`src/rtl/core/assert_macros.svh`:
```
// Assertion macros shared by the router RTL files.
`ifndef ASSERT_MACROS_SVH
`define ASSERT_MACROS_SVH

`ifndef SYNTH
// Check a property on every clock edge outside reset.
`define ASSERT_RST(lbl, prop) \
    lbl: assert property (@(posedge i_clk) disable iff (!i_rst_n) prop) \
        else $error("assertion failed");
// Check a property on every clock edge, reset included.
`define ASSERT_ALWAYS(lbl, prop) \
    lbl: assert property (@(posedge i_clk) prop) \
        else $error("assertion failed");
`else
`define ASSERT_RST(lbl, prop)
`define ASSERT_ALWAYS(lbl, prop)
`endif

`endif

```
`src/rtl/core/gar_pkg.sv`:
```
// Types, constants and helper functions of the geometry attribute router.
`default_nettype none
package gar_pkg;

    // Register file sizes of the geometry shader
    localparam int UNIFORM_REGS = 96;
    localparam int INPUT_REGS   = 16;

    // Write pointer must hold UNIFORM_REGS itself
    localparam int WP_W  = $clog2(UNIFORM_REGS + 1);
    localparam int CMP_W = WP_W + 2;

    // Command queue depth between front and back
    localparam int QDEPTH = 4;
    localparam int QPTR_W = $clog2(QDEPTH);
    localparam int QCNT_W = $clog2(QDEPTH + 1);

    // Configuration register indexes
    localparam logic [2:0] CFG_GS_ENABLE    = 3'd0;
    localparam logic [2:0] CFG_GS_MODE      = 3'd1;
    localparam logic [2:0] CFG_VS_OUT_COUNT = 3'd2;
    localparam logic [2:0] CFG_GS_IN_COUNT  = 3'd3;
    localparam logic [2:0] CFG_MAIN_VERTS   = 3'd4;
    localparam logic [2:0] CFG_FIXED_VERTS  = 3'd5;
    localparam logic [2:0] CFG_FIXED_START  = 3'd6;

    // Geometry modes
    localparam logic [1:0] MODE_POINT    = 2'd0;
    localparam logic [1:0] MODE_VARIABLE = 2'd1;
    localparam logic [1:0] MODE_FIXED    = 2'd2;
    localparam logic [1:0] MODE_UNUSED   = 2'd3;

    typedef enum logic [1:0] {
        DEST_GS_IN   = 2'd0,
        DEST_UNIFORM = 2'd1,
        DEST_PRIM    = 2'd2
    } t_dest;

    typedef enum logic [1:0] {
        ST_OK         = 2'd0,
        ST_UNEXPECTED = 2'd1,
        ST_OVERFLOW   = 2'd2
    } t_status;

    // One classified item travelling from front to back
    typedef struct packed {
        logic        write_valid;
        t_dest       dest;
        logic [6:0]  reg_number;
        logic        use_count;
        logic [7:0]  index_value;
        logic [23:0] comp_x;
        logic [23:0] comp_y;
        logic [23:0] comp_z;
        logic [23:0] comp_w;
        logic        invoke;
        t_status     status;
    } t_cmd;

    // Convert a vertex count to float24
    function automatic logic [23:0] count_to_f24(input logic [7:0] v);
        logic [2:0]  e;
        logic [7:0]  rest;
        logic [23:0] shifted;
        e = '0;
        for (int k = 1; k < 8; k++) begin
            if (v[k]) begin
                e = 3'(k);
            end
        end
        rest    = v ^ (8'd1 << e);
        shifted = {rest, 16'd0} >> e;
        if (v == 8'd0) begin
            return 24'd0;
        end
        return {1'b0, 7'(e) + 7'd63, shifted[15:0]};
    endfunction

endpackage
`default_nettype wire

```
`src/rtl/core/gar_front.sv`:
```
// Front end: configuration registers, routing state and item classification.
`default_nettype none
`include "assert_macros.svh"
module gar_front import gar_pkg::*; (
    input  wire logic        i_clk,
    input  wire logic        i_rst_n,
    input  wire logic        i_cfg_we,
    input  wire logic [2:0]  i_cfg_index,
    input  wire logic [8:0]  i_cfg_data,
    input  wire logic        i_push,
    input  wire logic        i_full,
    input  wire logic        i_func,
    input  wire logic [7:0]  i_index_value,
    input  wire logic [23:0] i_comp_x,
    input  wire logic [23:0] i_comp_y,
    input  wire logic [23:0] i_comp_z,
    input  wire logic [23:0] i_comp_w,
    input  wire logic        i_vertex_end,
    output t_cmd             o_cmd,
    output logic             o_cmd_push
);

    logic            r_en;
    logic [1:0]      r_mode;
    logic [4:0]      r_vs_count;
    logic [4:0]      r_gs_in_count;
    logic [8:0]      r_main_count;
    logic [6:0]      r_fixed_count;
    logic [6:0]      r_fixed_start;

    logic [WP_W-1:0] r_wp, n_wp;
    logic [4:0]      r_attr_pos, n_attr_pos;
    logic [8:0]      r_main_left, n_main_left;
    logic [7:0]      r_vleft, n_vleft;
    logic            r_awaiting, n_awaiting;

    logic            accept;
    logic            cfg_hit;
    logic [4:0]      vs_eff;
    logic            excess;
    logic [5:0]      lim;
    logic [5:0]      gs_in_ext;
    logic [6:0]      fv;
    logic [11:0]     total;
    logic [7:0]      fixed_reg;
    logic [WP_W-1:0] wp_inc;
    logic [7:0]      vleft_dec;
    t_cmd            cmd;

    assign accept = i_push && !i_full;
    assign cfg_hit = i_cfg_we && (i_cfg_index <= CFG_FIXED_START);

    // Derive effective counts from configuration
    always_comb begin
        if (r_vs_count == 5'd0) begin
            vs_eff = 5'd1;
        end else if (r_vs_count > 5'd16) begin
            vs_eff = 5'd16;
        end else begin
            vs_eff = r_vs_count;
        end
        gs_in_ext = (r_gs_in_count == 5'd0) ? 6'd1 : {1'b0, r_gs_in_count};
        lim = (gs_in_ext > 6'(INPUT_REGS)) ? 6'(INPUT_REGS) : gs_in_ext;
        fv = (r_fixed_count == 7'd0) ? 7'd1 : r_fixed_count;
        total = 12'(vs_eff) * 12'(fv);
    end

    assign excess    = r_attr_pos >= vs_eff;
    assign fixed_reg = 8'(r_fixed_start) + 8'(r_wp);
    assign wp_inc    = r_wp + WP_W'(1);
    assign vleft_dec = (r_vleft != 8'd0) ? r_vleft - 8'd1 : 8'd0;

    // Classify the beat and compute the next routing state
    always_comb begin
        cmd             = '0;
        cmd.index_value = i_index_value;
        cmd.comp_x      = i_comp_x;
        cmd.comp_y      = i_comp_y;
        cmd.comp_z      = i_comp_z;
        cmd.comp_w      = i_comp_w;
        n_wp            = r_wp;
        n_attr_pos      = r_attr_pos;
        n_main_left     = r_main_left;
        n_vleft         = r_vleft;
        n_awaiting      = r_awaiting;

        if (r_en && r_mode == MODE_UNUSED) begin
            cmd.status = ST_UNEXPECTED;
        end else if (i_func) begin
            if (!r_en || r_mode != MODE_VARIABLE || !r_awaiting) begin
                cmd.status = ST_UNEXPECTED;
            end else if (i_index_value == 8'd0) begin
                cmd.status = ST_OVERFLOW;
            end else begin
                cmd.write_valid = 1'b1;
                cmd.dest        = DEST_UNIFORM;
                cmd.use_count   = 1'b1;
                n_wp            = WP_W'(1);
                n_main_left     = (r_main_count == 9'd0) ? 9'd1 : r_main_count;
                n_vleft         = i_index_value;
                n_awaiting      = 1'b0;
            end
        end else if (r_en && r_mode == MODE_VARIABLE && r_awaiting) begin
            cmd.status = ST_UNEXPECTED;
        end else begin
            // Track the attribute position within the vertex
            if (i_vertex_end) begin
                n_attr_pos = 5'd0;
            end else if (r_attr_pos < 5'd31) begin
                n_attr_pos = r_attr_pos + 5'd1;
            end

            if (!r_en) begin
                if (excess) begin
                    cmd.status = ST_UNEXPECTED;
                end else begin
                    cmd.write_valid = 1'b1;
                    cmd.dest        = DEST_PRIM;
                    cmd.reg_number  = 7'(r_attr_pos);
                end
            end else begin
                case (r_mode)
                    MODE_POINT: begin
                        if (excess) begin
                            cmd.status = ST_UNEXPECTED;
                        end else if (CMP_W'(r_wp) >= CMP_W'(lim)) begin
                            n_wp       = '0;
                            cmd.status = ST_OVERFLOW;
                        end else begin
                            cmd.write_valid = 1'b1;
                            cmd.dest        = DEST_GS_IN;
                            cmd.reg_number  = 7'(r_wp);
                            n_wp            = wp_inc;
                            if (CMP_W'(wp_inc) >= CMP_W'(lim)) begin
                                n_wp       = '0;
                                cmd.invoke = 1'b1;
                            end
                        end
                    end
                    MODE_FIXED: begin
                        if (excess) begin
                            cmd.status = ST_UNEXPECTED;
                        end else if (fixed_reg >= 8'(UNIFORM_REGS)) begin
                            cmd.status = ST_OVERFLOW;
                        end else begin
                            cmd.write_valid = 1'b1;
                            cmd.dest        = DEST_UNIFORM;
                            cmd.reg_number  = 7'(fixed_reg);
                            n_wp            = wp_inc;
                            if (12'(wp_inc) >= total) begin
                                n_wp       = '0;
                                cmd.invoke = 1'b1;
                            end
                        end
                    end
                    default: begin
                        // Variable mode with an open batch
                        if (excess) begin
                            cmd.status = ST_UNEXPECTED;
                        end else if (r_main_left != 9'd0 || r_attr_pos == 5'd0) begin
                            if (CMP_W'(r_wp) >= CMP_W'(UNIFORM_REGS)) begin
                                cmd.status = ST_OVERFLOW;
                            end else begin
                                cmd.write_valid = 1'b1;
                                cmd.dest        = DEST_UNIFORM;
                                cmd.reg_number  = 7'(r_wp);
                                n_wp            = wp_inc;
                            end
                        end
                        if (i_vertex_end) begin
                            if (r_main_left != 9'd0) begin
                                n_main_left = r_main_left - 9'd1;
                            end
                            n_vleft = vleft_dec;
                            if (vleft_dec == 8'd0) begin
                                n_awaiting = 1'b1;
                                cmd.invoke = 1'b1;
                            end
                        end
                    end
                endcase
            end
        end
    end

    // Hold configuration; a write to a defined index restarts routing state
    always_ff @(posedge i_clk) begin
        if (!i_rst_n) begin
            r_en          <= 1'b0;
            r_mode        <= MODE_POINT;
            r_vs_count    <= 5'd1;
            r_gs_in_count <= 5'd16;
            r_main_count  <= 9'd1;
            r_fixed_count <= 7'd1;
            r_fixed_start <= 7'd0;
        end else if (i_cfg_we) begin
            unique case (i_cfg_index)
                CFG_GS_ENABLE:    r_en          <= i_cfg_data[0];
                CFG_GS_MODE:      r_mode        <= i_cfg_data[1:0];
                CFG_VS_OUT_COUNT: r_vs_count    <= i_cfg_data[4:0];
                CFG_GS_IN_COUNT:  r_gs_in_count <= i_cfg_data[4:0];
                CFG_MAIN_VERTS:   r_main_count  <= i_cfg_data;
                CFG_FIXED_VERTS:  r_fixed_count <= i_cfg_data[6:0];
                CFG_FIXED_START:  r_fixed_start <= i_cfg_data[6:0];
                default: begin
                end
            endcase
        end
    end

    // Advance routing state on each accepted beat; reset or a configuration write restarts it
    always_ff @(posedge i_clk) begin
        if (!i_rst_n || cfg_hit) begin
            r_wp        <= '0;
            r_attr_pos  <= 5'd0;
            r_main_left <= 9'd0;
            r_vleft     <= 8'd0;
            r_awaiting  <= 1'b1;
        end else if (accept) begin
            r_wp        <= n_wp;
            r_attr_pos  <= n_attr_pos;
            r_main_left <= n_main_left;
            r_vleft     <= n_vleft;
            r_awaiting  <= n_awaiting;
        end
    end

    assign o_cmd      = cmd;
    assign o_cmd_push = accept;

    `ASSERT_RST(a_write_ok, (accept && cmd.write_valid) |-> (cmd.status == ST_OK))
    `ASSERT_RST(a_drop_clean,
        (accept && !cmd.write_valid) |-> (cmd.reg_number == 7'd0 && cmd.dest == DEST_GS_IN))
    `ASSERT_ALWAYS(a_cfg_rearm, cfg_hit |=> (r_awaiting && r_wp == '0))

endmodule
`default_nettype wire

```
`src/rtl/core/gar_cmd_queue.sv`:
```
// Short command queue between the front end and the back end.
`default_nettype none
`include "assert_macros.svh"
module gar_cmd_queue import gar_pkg::*; (
    input  wire logic i_clk,
    input  wire logic i_rst_n,
    input  wire logic i_push,
    input  wire t_cmd i_data,
    output logic      o_full,
    output logic      o_valid,
    output t_cmd      o_data,
    input  wire logic i_pop
);

    t_cmd              r_mem [QDEPTH];
    logic [QPTR_W-1:0] r_wr_ptr;
    logic [QPTR_W-1:0] r_rd_ptr;
    logic [QCNT_W-1:0] r_count;
    logic              do_push;
    logic              do_pop;

    assign o_full  = r_count == QCNT_W'(QDEPTH);
    assign o_valid = r_count != '0;
    assign o_data  = r_mem[r_rd_ptr];
    assign do_push = i_push && !o_full;
    assign do_pop  = i_pop && o_valid;

    // Store pushed commands
    always_ff @(posedge i_clk) begin
        if (do_push) begin
            r_mem[r_wr_ptr] <= i_data;
        end
    end

    // Advance pointers and occupancy
    always_ff @(posedge i_clk) begin
        if (!i_rst_n) begin
            r_wr_ptr <= '0;
            r_rd_ptr <= '0;
            r_count  <= '0;
        end else begin
            if (do_push) begin
                r_wr_ptr <= r_wr_ptr + QPTR_W'(1);
            end
            if (do_pop) begin
                r_rd_ptr <= r_rd_ptr + QPTR_W'(1);
            end
            if (do_push && !do_pop) begin
                r_count <= r_count + QCNT_W'(1);
            end else if (do_pop && !do_push) begin
                r_count <= r_count - QCNT_W'(1);
            end
        end
    end

    `ASSERT_RST(a_cnt_range, r_count <= QCNT_W'(QDEPTH))
    `ASSERT_RST(a_ptr_gap,
        (r_count == '0 || r_count == QCNT_W'(QDEPTH)) |-> (r_wr_ptr == r_rd_ptr))

endmodule
`default_nettype wire

```
`src/rtl/core/gar_back.sv`:
```
// Back end: forms the result beat and holds it in the output register.
`default_nettype none
module gar_back import gar_pkg::*; (
    input  wire logic i_clk,
    input  wire logic i_rst_n,
    input  wire logic i_cmd_valid,
    input  wire t_cmd i_cmd,
    output logic      o_cmd_pop,
    output logic      o_valid,
    output t_cmd      o_res,
    input  wire logic i_pop
);

    logic        r_valid;
    t_cmd        r_res;
    t_cmd        res;
    logic [23:0] f24;
    logic        take;

    assign f24  = count_to_f24(i_cmd.index_value);
    assign take = i_cmd_valid && (!r_valid || i_pop);

    // Select written data or the float24 vertex count; dropped beats carry zero data
    always_comb begin
        res = i_cmd;
        if (!i_cmd.write_valid) begin
            res.comp_x = '0;
            res.comp_y = '0;
            res.comp_z = '0;
            res.comp_w = '0;
        end else if (i_cmd.use_count) begin
            res.comp_x = f24;
            res.comp_y = f24;
            res.comp_z = f24;
            res.comp_w = f24;
        end
    end

    // Load the output register when it is free or being drained
    always_ff @(posedge i_clk) begin
        if (!i_rst_n) begin
            r_valid <= 1'b0;
        end else if (take) begin
            r_valid <= 1'b1;
        end else if (i_pop) begin
            r_valid <= 1'b0;
        end
    end

    always_ff @(posedge i_clk) begin
        if (take) begin
            r_res <= res;
        end
    end

    assign o_cmd_pop = take;
    assign o_valid   = r_valid;
    assign o_res     = r_res;

endmodule
`default_nettype wire

```
`src/rtl/core/geometry_attribute_router.sv`:
```
// Geometry attribute router top level.
// Input channel: drive push with one attribute or index beat; it is taken at a
// clock edge where push is high and full is low. Result channel: while empty
// is low the oldest result is on the o_ result ports; pop at an edge where
// empty is low takes it. Every input beat yields exactly one result beat.
// Configuration: a write through i_cfg_we / i_cfg_index / i_cfg_data to index
// 0 to 6 is registered and restarts the routing counters; write only while idle.
// The front end classifies each input beat and updates its counters in the
// cycle of acceptance and writes its command into the queue; the back end then
// moves the command into the output register. Throughput is one beat per cycle
// while full is low, since the front end updates its counters on each beat.
// A four-entry command queue sits between front and back, so input keeps
// flowing while the result side stalls until the queue and output register
// fill; full then rises. Reset (i_rst_n low, synchronous) empties the queue,
// marks the output register empty and loads the default configuration.
`default_nettype none
module geometry_attribute_router import gar_pkg::*; (
    input  wire logic        i_clk,
    input  wire logic        i_rst_n,
    input  wire logic        i_cfg_we,
    input  wire logic [2:0]  i_cfg_index,
    input  wire logic [8:0]  i_cfg_data,
    input  wire logic        push,
    output logic             full,
    input  wire logic        i_func,
    input  wire logic [7:0]  i_index_value,
    input  wire logic [23:0] i_comp_x,
    input  wire logic [23:0] i_comp_y,
    input  wire logic [23:0] i_comp_z,
    input  wire logic [23:0] i_comp_w,
    input  wire logic        i_vertex_end,
    output logic             empty,
    input  wire logic        pop,
    output logic             o_write_valid,
    output logic [1:0]       o_destination,
    output logic [6:0]       o_reg_number,
    output logic [23:0]      o_out_x,
    output logic [23:0]      o_out_y,
    output logic [23:0]      o_out_z,
    output logic [23:0]      o_out_w,
    output logic             o_invoke_shader,
    output logic [1:0]       o_status
);

    t_cmd front_cmd;
    logic front_push;
    logic q_full;
    logic q_valid;
    t_cmd q_data;
    logic q_pop;
    logic out_valid;
    t_cmd out_res;

    gar_front u_front (
        .i_clk         (i_clk),
        .i_rst_n       (i_rst_n),
        .i_cfg_we      (i_cfg_we),
        .i_cfg_index   (i_cfg_index),
        .i_cfg_data    (i_cfg_data),
        .i_push        (push),
        .i_full        (q_full),
        .i_func        (i_func),
        .i_index_value (i_index_value),
        .i_comp_x      (i_comp_x),
        .i_comp_y      (i_comp_y),
        .i_comp_z      (i_comp_z),
        .i_comp_w      (i_comp_w),
        .i_vertex_end  (i_vertex_end),
        .o_cmd         (front_cmd),
        .o_cmd_push    (front_push)
    );

    gar_cmd_queue u_queue (
        .i_clk   (i_clk),
        .i_rst_n (i_rst_n),
        .i_push  (front_push),
        .i_data  (front_cmd),
        .o_full  (q_full),
        .o_valid (q_valid),
        .o_data  (q_data),
        .i_pop   (q_pop)
    );

    gar_back u_back (
        .i_clk       (i_clk),
        .i_rst_n     (i_rst_n),
        .i_cmd_valid (q_valid),
        .i_cmd       (q_data),
        .o_cmd_pop   (q_pop),
        .o_valid     (out_valid),
        .o_res       (out_res),
        .i_pop       (pop)
    );

    // Drive the result ports from the output register
    assign full            = q_full;
    assign empty           = !out_valid;
    assign o_write_valid   = out_res.write_valid;
    assign o_destination   = out_res.dest;
    assign o_reg_number    = out_res.reg_number;
    assign o_out_x         = out_res.comp_x;
    assign o_out_y         = out_res.comp_y;
    assign o_out_z         = out_res.comp_z;
    assign o_out_w         = out_res.comp_w;
    assign o_invoke_shader = out_res.invoke;
    assign o_status        = out_res.status;

endmodule
`default_nettype wire

```
`config.mk`:
```
export PLATFORM = sky130hd
export DESIGN_NAME = geometry_attribute_router
export DESIGN_NICKNAME = d
export VERILOG_FILES = /design/src/rtl/core/gar_pkg.sv /design/src/rtl/core/gar_front.sv /design/src/rtl/core/gar_cmd_queue.sv /design/src/rtl/core/gar_back.sv /design/src/rtl/core/geometry_attribute_router.sv
export VERILOG_INCLUDE_DIRS = /design/src /design/src/rtl/core
export SDC_FILE = /design/constraint.sdc
export NUM_CORES = 1
export LEC_CHECK = 0
export BUFFER_PORTS_ARGS = -buffer_cell sky130_fd_sc_hd__buf_2
export CAP_MARGIN = 20
export CORE_UTILIZATION = 27
export CTS_BUF_LIST = sky130_fd_sc_hd__clkbuf_4 sky130_fd_sc_hd__clkbuf_8 sky130_fd_sc_hd__clkbuf_16
export DETAILED_ROUTE_END_ITERATION = 10
export SETUP_SLACK_MARGIN = 0.15
export SYNTH_ARGS = -nofsm -noshare
export SYNTH_HDL_FRONTEND = slang
export SYNTH_SLANG_ARGS = --single-unit
```
`constraint.sdc`:
```
create_clock -name i_clk -period 10 [get_ports i_clk]
set_input_delay 1 -clock i_clk [delete_from_list [all_inputs] [get_ports i_clk]]
set_output_delay 1 -clock i_clk [all_outputs]
set_load 0.005 [all_outputs]
```
==> results.toml, run 1 <==
[run_status]
status = "finished, final reports clean"

[hold_path]
holdPathEnd = "u_front.r_fixed_start[0]$_SDFFE_PN0P_"
hold_start = "u_front.r_fixed_start[0]$_SDFFE_PN0P_"
hold_path_class = "reg2reg"
min_path_cells = 2

[critical_path]
cp.required_ns = 10.52
setup.worst_path.end_class = "register"
worst_r2r_endpoint = "u_front.r_wp[4]$_SDFFE_PP0P_"
path_max_fanout = 7
critPathLaunchType = "register"
arrival_ns = 6.01
r2r_slack_ns = 4.51
r2r-start = "u_front.r_fixed_count[6]$_SDFFE_PN0P_"
crit_type = "reg2reg"
r2r_cells = 19

[finish]
layout.area.seq_um2 = 19000
layout-drive-gt1-share = 0.253
final_cells = 3423
postLayoutCoreUtil = 0.327
final_nets = 2213
n_fill_cell = 9836
fin_area_um2 = 32900
syn_to_final_growth_pct = 19.4
multi_input_area_um2 = 8130

[sta]
timing.hold.ws_ns = 0.479
fin_crit_ns = 5.49
worst_pin_slew_ns = 0.959
max_freq_mhz = 182
slew_headroom = 0.355
rsz0062_at_grt = "false"
setup_viol = 0
hold_violations = 0
finClkSkew_ns = 0.0255
finalCritPeriodShare = 0.549
drv_slew = 0
fin_setup_tns_ns = 0

[placement]
hpwl_um = 42000
place_inst = 3286
dpl-instance-area_um2 = 30400
portBuffers = 233
gp_congestion = 0.837

[clocking]
cts_sinks = 657
cts_buffers = 74
postCtsSetupBuffers = 0
clkLatencyLatePin_ns = 0.64
ctsHoldBuffers = 0
cts-root-buf = "clkbuf_16"
postCtsResizedCells = 0
clkTransAtPathRegs_ns = 0.06
htreeDepth = 3
cts_max_path_buffers = 3
cts_tree = "built"

[yosys]
synth_area_leaders = "edfxtp_1 (63%), mux4_2 (9.6%), dfxtp_1 (5.5%)"
syn_nets = 1951
netlist_area_um2 = 27600
ys_warn_count = 0
ys_top_cells_by_count = "edfxtp_1 (581), nand2_1 (204), mux4_2 (118)"
synth_top_area_share = 0.632
synth.largest_area_cell = "edfxtp_1"
ys_seq_area_frac = 0.687
ys.flop_type = "edfxtp_1"
syn_inst = 1745
ys_ff_latch = 657
ys_types = 75
synth_edf_count = 581
post-synth-top-count-cell = "edfxtp_1"
async_reset_ff_frac = 0
syn_avg_cell_area_um2 = 15.8

[detailed_routing]
drtIter0Drc = 1184
num_vias = 15800
wirelength_um = 65600
post_drt_wl_per_cell_um = 19.2
via_per_inst = 4.62
ant_nets = 0
drcViolationCount = 0
drt-pass1-iter-count = 6

[global_route]
grt_pass1_vias = 16600
grt_max_degree = 102
grt_pass1_wl_um = 99200
antenna_found_initial = 23
grt_usage = 0.126
grt.overflow.total = 0

[pwr]
p_sw_frac = 0.279
powerDensity_nw_per_um2 = 253
clkPwrFrac = 0.336
p_leak_uw = 0.0117
ir_drop_mv = 0.180
power_frac_seq = 0.448
power_frac_comb = 0.215
switchingPower_uw = 2330
p_int_uw = 6010

[floorplanning]
die_y_um = 322
num_io_pins = 234
fp-row-count = 116
die_w_um = 322
start_util = 0.274
design.core.area_um2 = 101000
die_area_um2 = 103000

[job]
max_cap_violations = 0
## routing by layer
metal | wire length (µm) | vias to the layer above | global-route usage
met5 | 141 | - | 0
met4 | 1610 | 22 | 0.0417
met3 | 4190 | 140 | 0.0338
met2 | 31900 | 433 | 0.213
met1 | 27700 | 8010 | 0.156
li1 | - | 7199 | -
## flip-flops by register name, summed over array words and instances (netlist names), 2 cells and up, named ones only
register / count
u_front.r_main_left: 9
u_front.r_vleft: 8
u_front.r_gs_in_count: 5
u_queue.r_wr_ptr: 2
u_back.o_res: 109
u_front.r_vs_count: 5
u_front.r_fixed_count: 7
u_queue.r_mem: 472
u_front.r_fixed_start: 7
u_front.r_main_count: 9
u_queue.r_count: 3
u_queue.r_rd_ptr: 2
u_front.r_wp: 7
u_front.r_mode: 2
u_front.r_attr_pos: 5
## cell families (layout without fill, tap and decap cells)
logic type / Yosys count / in the layout / share of synthesized area
adder cells (fa/ha/maj): 83 / 83 / 0.0423
AND/OR/NAND/NOR: 483 / 483 / 0.0850
multiplexers: 135 / 135 / 0.102
XOR/XNOR: 22 / 22 / 0.00726
other: 0 / 3 / 0
buffers and inverters: 130 / 448 / 0.0188
AO/OA/AOI/OAI: 235 / 235 / 0.0567
flip-flops: 657 / 657 / 0.687
## worst max-delay path, cell delays in order, from the launching register on
cell and delay (ns):
dfxtp_1 0.36, nor4_1 0.28, a21oi_1 0.18, nand2b_1 0.21
fa_1 0.52, fa_1 0.51, fa_1 0.54, inv_1 0.04
ha_1 0.31, nor2b_1 0.15, o31a_1 0.27, a21o_1 0.16
ha_1 0.26, o21ai_0 0.08, a21oi_1 0.15, o221ai_1 0.12
a2111oi_0 0.44, a31oi_1 0.31, o21a_1 0.28, a22o_1 0.19
## through the flow
stage	worst slack, ns	power, µW
floorplan	2.06	4920
global placement	4.52	5610
detailed placement	4.50	5650
CTS	4.48	8480
global route	4.05	8760
finish	4.51	8350
## final cells by class
| type | instances | share of cell area |
|---|---|---|
| Antenna cell | 3 | 0.000228 |
| Clock buffer | 91 | 0.0606 |
| Clock inverter | 41 | 0.0164 |
| Inverter | 62 | 0.00710 |
| Multi-Input combinational cell | 958 | 0.247 |
| Sequential cell | 657 | 0.576 |
| Tap cell | 1357 | 0.0515 |
| Timing Repair Buffer | 254 | 0.0413 |
## worst max-delay path by stage
stage	startpoint	end	slack, ns
finish	u_front.r_fixed_count[6]$_SDFFE_PN0P_	u_front.r_wp[4]$_SDFFE_PP0P_	4.51
global route	u_front.r_vs_count[4]$_SDFFE_PN0P_	u_front.r_wp[1]$_SDFFE_PP0P_	4.05
CTS	u_front.r_fixed_count[6]$_SDFFE_PN0P_	u_front.r_wp[4]$_SDFFE_PP0P_	4.48
detailed placement	u_front.r_fixed_count[6]$_SDFFE_PN0P_	u_front.r_wp[2]$_SDFFE_PP0P_	4.50
global placement	u_front.r_fixed_count[6]$_SDFFE_PN0P_	u_front.r_wp[2]$_SDFFE_PP0P_	4.52
floorplan	pop	u_queue.r_count[2]$_SDFFE_PN0P_	2.06
## cell usage in the layout (no fill, tap or decap), types with 16 or more instances in the layout
cell       netlist  routed
nor2_1          73      73
dfxtp_1         76      74
o21ai_0         59      59
buf_2            2     233
inv_1           60      60
a21boi_0        25      25
nand2_1        204     204
mux4_2         118     118
mux2i_1         17      17
nor2b_1         25      24
nand3_1         18      18
buf_4            1      18
clkbuf_16        0      75
ha_1            66      66
fa_1            17      17
edfxtp_1       581     581
nand2b_1        16      16
a21oi_1         46      45
and2_1          73      69
nor3_1          25      25
clkbuf_4         0      16
## power groups by stage
stage               combinational [µW]  sequential [µW]  clock [µW]
floorplan                         1100             3820           0
global placement                  1820             3800           0
detailed placement                1830             3810           0
CTS                               1830             3760        2890
global route                      1980             3790        2990
finish                            1800             3740        2810
Power figures use the tool's default switching activity.
==> inputs of run 2 (changes only) <==
Clock period 10 ns to 5.6 ns, I/O delays scaled along.
==> run 2 against run 1 <==
Compared with the run above: sequential share of layout area up 0.051 points; non-clock buffer count unchanged; design area barely moved; combinational power up 78%; hold slack worse by 0.35 ns; cell count is the same; critical path depth is 1 higher.
==> results.toml, run 2 (synthesis results as in run 1) <==
[run_status]
status = "finished, final reports clean"

[clocking]
cts-root-buf = "clkbuf_16"
postCtsSetupBuffers = 0
cts_max_path_buffers = 3
clkLatencyLatePin_ns = 0.65
htreeDepth = 3
cts_sinks = 657
cts_buffers = 73
cts_tree = "built"
clkTransAtPathRegs_ns = 0.06

[sta]
fin_crit_ns = 5.18
fin_setup_tns_ns = 0
hold_violations = 0
drv_slew = 0
slew_headroom = 0.273
finalCritPeriodShare = 0.925
worst_pin_slew_ns = 1.06
rsz0062_at_grt = "false"
max_freq_mhz = 193
setup_viol = 0
finClkSkew_ns = 0.0489

[hold_path]
min_path_cells = 1
hold_path_class = "in2reg"

[placement]
dpl-instance-area_um2 = 30400
portBuffers = 233
hpwl_um = 42000
gp_congestion = 0.824

[critical_path]
crit_top_cell = "fa_1"
r2r_cells = 20
path_max_fanout = 7
cp.required_ns = 6.14
crit_type = "reg2reg"
cp_num_cells = 20
slowest_stage = "fa_1"
cpPeakStageDelay_ns = 0.54
critPathLaunchType = "register"
cp_cell_sequence = "nor4_2 -> a21oi_1 -> nand2b_1 -> fa_1 -> fa_1 -> fa_1 -> inv_1 -> ha_1 -> nor2b_1 -> o31a_1 -> a21o_1 -> ha_1 -> o21ai_0 -> a21oi_1 -> o221ai_1 -> a2111oi_2 -> buf_4 -> a31oi_2 -> o21a_1 -> a22o_1"
setup.worst_path.end_class = "register"
arrival_ns = 5.72
crit_family = "adder cells"
path_buf_inv = 2

[finish]
mostFrequentLayoutCells = "edfxtp_1 (581), buf_2 (233), nand2_1 (204)"
layout-drive-gt1-share = 0.253
fin_area_um2 = 32900
largest_register_ffs = 472
postLayoutCoreUtil = 0.327
layout_commonest_cell = "edfxtp_1"
top_register = "u_queue.r_mem"
final_nets = 2212
syn_to_final_growth_pct = 19.3

[floorplanning]
die_w_um = 322
die_area_um2 = 103000
start_util = 0.274
die_y_um = 322
num_io_pins = 234
fp-row-count = 116
design.core.area_um2 = 101000

[detailed_routing]
drcViolationCount = 0
wirelength_um = 66100
drt-pass1-iter-count = 5
post_drt_wl_per_cell_um = 19.3
ant_nets = 0
via_per_inst = 4.60
drtIter0Drc = 1197
num_vias = 15700

[global_route]
grt.overflow.total = 0
grt_usage = 0.126
grt_pass1_vias = 16400
grt_pass1_wl_um = 98600
antenna_found_initial = 14
grt_max_degree = 74

[pwr]
p_leak_uw = 0.0116
powerDensity_nw_per_um2 = 447
ir_drop_mv = 0.356

[job]
max_cap_violations = 0
[run 2: changes by cell type in the layout (fill, tap and decap cells not counted), sizes merged]
cell          previous run  this run
diode                    3         6
inv                     69        65
bufinv                  10         7
buf                    253       254
clkinv                  22        32
dlymetal6s2s             1         0
clkbuf                  91        85
[run 2: per-layer routing]
layer	part of all wire	vias up	global-route usage	wire length (µm)
met2	0.48	469	0.207	31400
met4	0.025	10	0.0441	1630
li1	-	7189	-	-
met5	0.00083	-	0	55
met3	0.064	118	0.0289	4210
met1	0.43	7958	0.163	28700
[run 2: layout make-up]
type	instances	area, µm²
antenna	6	15.0
fill	9803	67800
multi-input combinational	958	8160
sequential	657	19000
timing repair buffer	254	1390
clock buffer	85	1930
clock inverter	44	522
inverter	62	234
tap	1357	1700
[run 2: timing repair]
item	4_1_cts	5_1_grt
hold buffers	0	0
gates resized for setup	0	8
setup endpoints to repair	0	11
[run 2: final timing paths]
check / from / endpoint / slack [ns]
max: u_front.r_fixed_count[6]$_SDFFE_PN0P_ / u_front.r_wp[3]$_SDFFE_PP0P_ / 0.42
min: i_comp_w[9] / u_queue.r_mem[1][12]$_DFFE_PP_ / 0.13
max reg2reg: u_front.r_fixed_count[6]$_SDFFE_PN0P_ / u_front.r_wp[3]$_SDFFE_PP0P_ / 0.42
min reg2reg: u_front.r_fixed_count[0]$_SDFFE_PN1P_ / u_front.r_fixed_count[0]$_SDFFE_PN1P_ / 0.49
[run 2: where the power goes]
part	internal, µW	switching [µW]
clock	2830	2010
sequential	6390	294
combinational	1320	1890
[run 2: through the flow]
stage               power [µW]  hold WS, ns  cells  setup WS, ns
floorplan                 8750        0.442   1745         0.572
global placement         10000        0.465   3287         0.293
detailed placement       10100        0.469   3287         0.275
CTS                      15000       0.0705   3416         0.262
global route             15400       0.0898   3417         0.151
finish                   14700        0.126   3423         0.423
==> inputs of run 3 (changes only) <==
Settings changed: CTS_BUF_LIST sky130_fd_sc_hd__clkbuf_4 sky130_fd_sc_hd__clkbuf_8 sky130_fd_sc_hd__clkbuf_16 to not set.
==> run 3 against run 2 <==
Compared with the run above: sequential power barely moved; clock power is 1% lower; critical path type unchanged; design area down 0.13%; largest power group unchanged; non-clock buffer count unchanged; via count barely moved; die area stayed put; maximum frequency barely moved; combinational power barely moved; global-route usage is essentially flat; setup slack got worse by 0.0046 ns; utilization barely moved.
==> results.toml, run 3 (synthesis results as in run 1) <==
[run_status]
status = "finished, final reports clean"

[finish]
final_nets = 2212
layout-drive-gt1-share = 0.249
postLayoutCoreUtil = 0.326
top_register = "u_queue.r_mem"
syn_to_final_growth_pct = 19.2
n_fill_cell = 9813
largest_register_ffs = 472
mostFrequentLayoutCells = "edfxtp_1 (581), buf_2 (233), nand2_1 (204)"
layout_commonest_cell = "edfxtp_1"

[clocking]
postCtsSetupBuffers = 0
htreeDepth = 3
cts_buffers = 73
cts_max_path_buffers = 3
cts_tree = "built"
cts_sinks = 657
cts-root-buf = "clkbuf_16"
clkTransAtPathRegs_ns = 0.06
clkLatencyLatePin_ns = 0.65

[floorplanning]
die_w_um = 322
num_io_pins = 234
die_area_um2 = 103000
design.core.area_um2 = 101000
start_util = 0.274
fp-row-count = 116
die_y_um = 322

[detailed_routing]
drt-pass1-iter-count = 5
drcViolationCount = 0
post_drt_wl_per_cell_um = 19.3
ant_nets = 0
via_per_inst = 4.60
wirelength_um = 66000
num_vias = 15700
drtIter0Drc = 1169

[sta]
rsz0062_at_grt = "false"
finalCritPeriodShare = 0.925
slew_headroom = 0.271
worst_pin_slew_ns = 1.07
max_freq_mhz = 193
setup_viol = 0
finClkSkew_ns = 0.0487
drv_slew = 0
timing.hold.ws_ns = 0.128
fin_setup_tns_ns = 0
hold_violations = 0
fin_crit_ns = 5.18

[critical_path]
crit_top_cell = "fa_1"
crit_family = "adder cells"
path_buf_inv = 2
critPathLaunchType = "register"
path_max_fanout = 7
crit_type = "reg2reg"
cpPeakStageDelay_ns = 0.54
arrival_ns = 5.72
cp.required_ns = 6.14
setup.worst_path.end_class = "register"
slowest_stage = "fa_1"
cp_cell_sequence = "nor4_2 -> a21oi_1 -> nand2b_1 -> fa_1 -> fa_1 -> fa_1 -> inv_1 -> ha_1 -> nor2b_1 -> o31a_1 -> a21o_1 -> ha_1 -> o21ai_0 -> a21oi_1 -> o221ai_1 -> a2111oi_2 -> buf_4 -> a31oi_2 -> o21a_1 -> a22o_1"

[global_route]
antenna_found_initial = 14
grt_max_degree = 74
grt_pass1_vias = 16400
grt_pass1_wl_um = 98600
grt_usage = 0.126
grt.overflow.total = 0

[pwr]
p_leak_uw = 0.0116
ir_drop_mv = 0.353
powerDensity_nw_per_um2 = 446

[placement]
hpwl_um = 42000
gp_congestion = 0.824
portBuffers = 233

[hold_path]
hold_path_class = "in2reg"

[job]
max_cap_violations = 0
## run 3: layout make-up
cell class,count,area (µm²),share of cell area
repair buffers,254,1390,0.0422
well taps,1357,1700,0.0516
inverters,62,234,0.00712
flip-flops and latches,657,19000,0.577
clock inverters,44,522,0.0159
multi-input cells,958,8160,0.248
clock buffers,85,1890,0.0575
diodes,4,10.0,0.000304
## run 3: final timing paths
| kind | start | end | slack, ns | cells past startpoint |
|---|---|---|---|---|
| setup / recovery | u_front.r_fixed_count[6]$_SDFFE_PN0P_ | u_front.r_wp[3]$_SDFFE_PP0P_ | 0.42 | 20 |
| hold / removal | i_comp_w[9] | u_queue.r_mem[1][12]$_DFFE_PP_ | 0.13 | 1 |
| setup reg to reg | u_front.r_fixed_count[6]$_SDFFE_PN0P_ | u_front.r_wp[3]$_SDFFE_PP0P_ | 0.42 | 20 |
| hold reg to reg | u_front.r_fixed_count[0]$_SDFFE_PN1P_ | u_front.r_fixed_count[0]$_SDFFE_PN1P_ | 0.49 | 2 |
## run 3: worst register-to-register path: cells and delay by family, from the launching register on
| kind | cells | cell delay, ns |
|---|---|---|
| flops | 1 | 0.35 |
| simple gates | 3 | 0.57 |
| buf+inv | 2 | 0.21 |
| fa+ha+maj | 5 | 2.16 |
| compound gates | 10 | 1.79 |
## run 3: what timing repair did
action | in CTS | in global routing
hold endpoints to repair | 0 | 0
endpoints found under the setup margin | 0 | 11
hold buffers | 0 | 0
gates resized for setup | 0 | 8
## run 3: routing by layer
layer / share of wire / vias to the layer above / GRT usage
met5: 0.00083 / - / 0
met4: 0.025 / 10 / 0.0439
met3: 0.057 / 120 / 0.0289
met2: 0.48 / 444 / 0.207
met1: 0.44 / 7986 / 0.162
li1: - / 7181 / -
## run 3: per-stage QoR
| stage | area [µm²] | instances | setup WS, ns | total power (µW) |
|---|---|---|---|---|
| global route | 32900 | 3417 | 0.151 | 15400 |
| CTS | 32800 | 3416 | 0.262 | 14900 |
| global placement | 30400 | 3287 | 0.293 | 10000 |
| detailed placement | 30400 | 3287 | 0.275 | 10100 |
| finish | 32900 | 3421 | 0.418 | 14700 |
| floorplan | 27600 | 1745 | 0.572 | 8750 |
## run 3: where the power goes
| group | total [µW] | switching (µW) | internal (µW) |
|---|---|---|---|
| clock network | 4780 | 2000 | 2780 |
| logic | 3210 | 1890 | 1320 |
| registers | 6680 | 293 | 6390 |
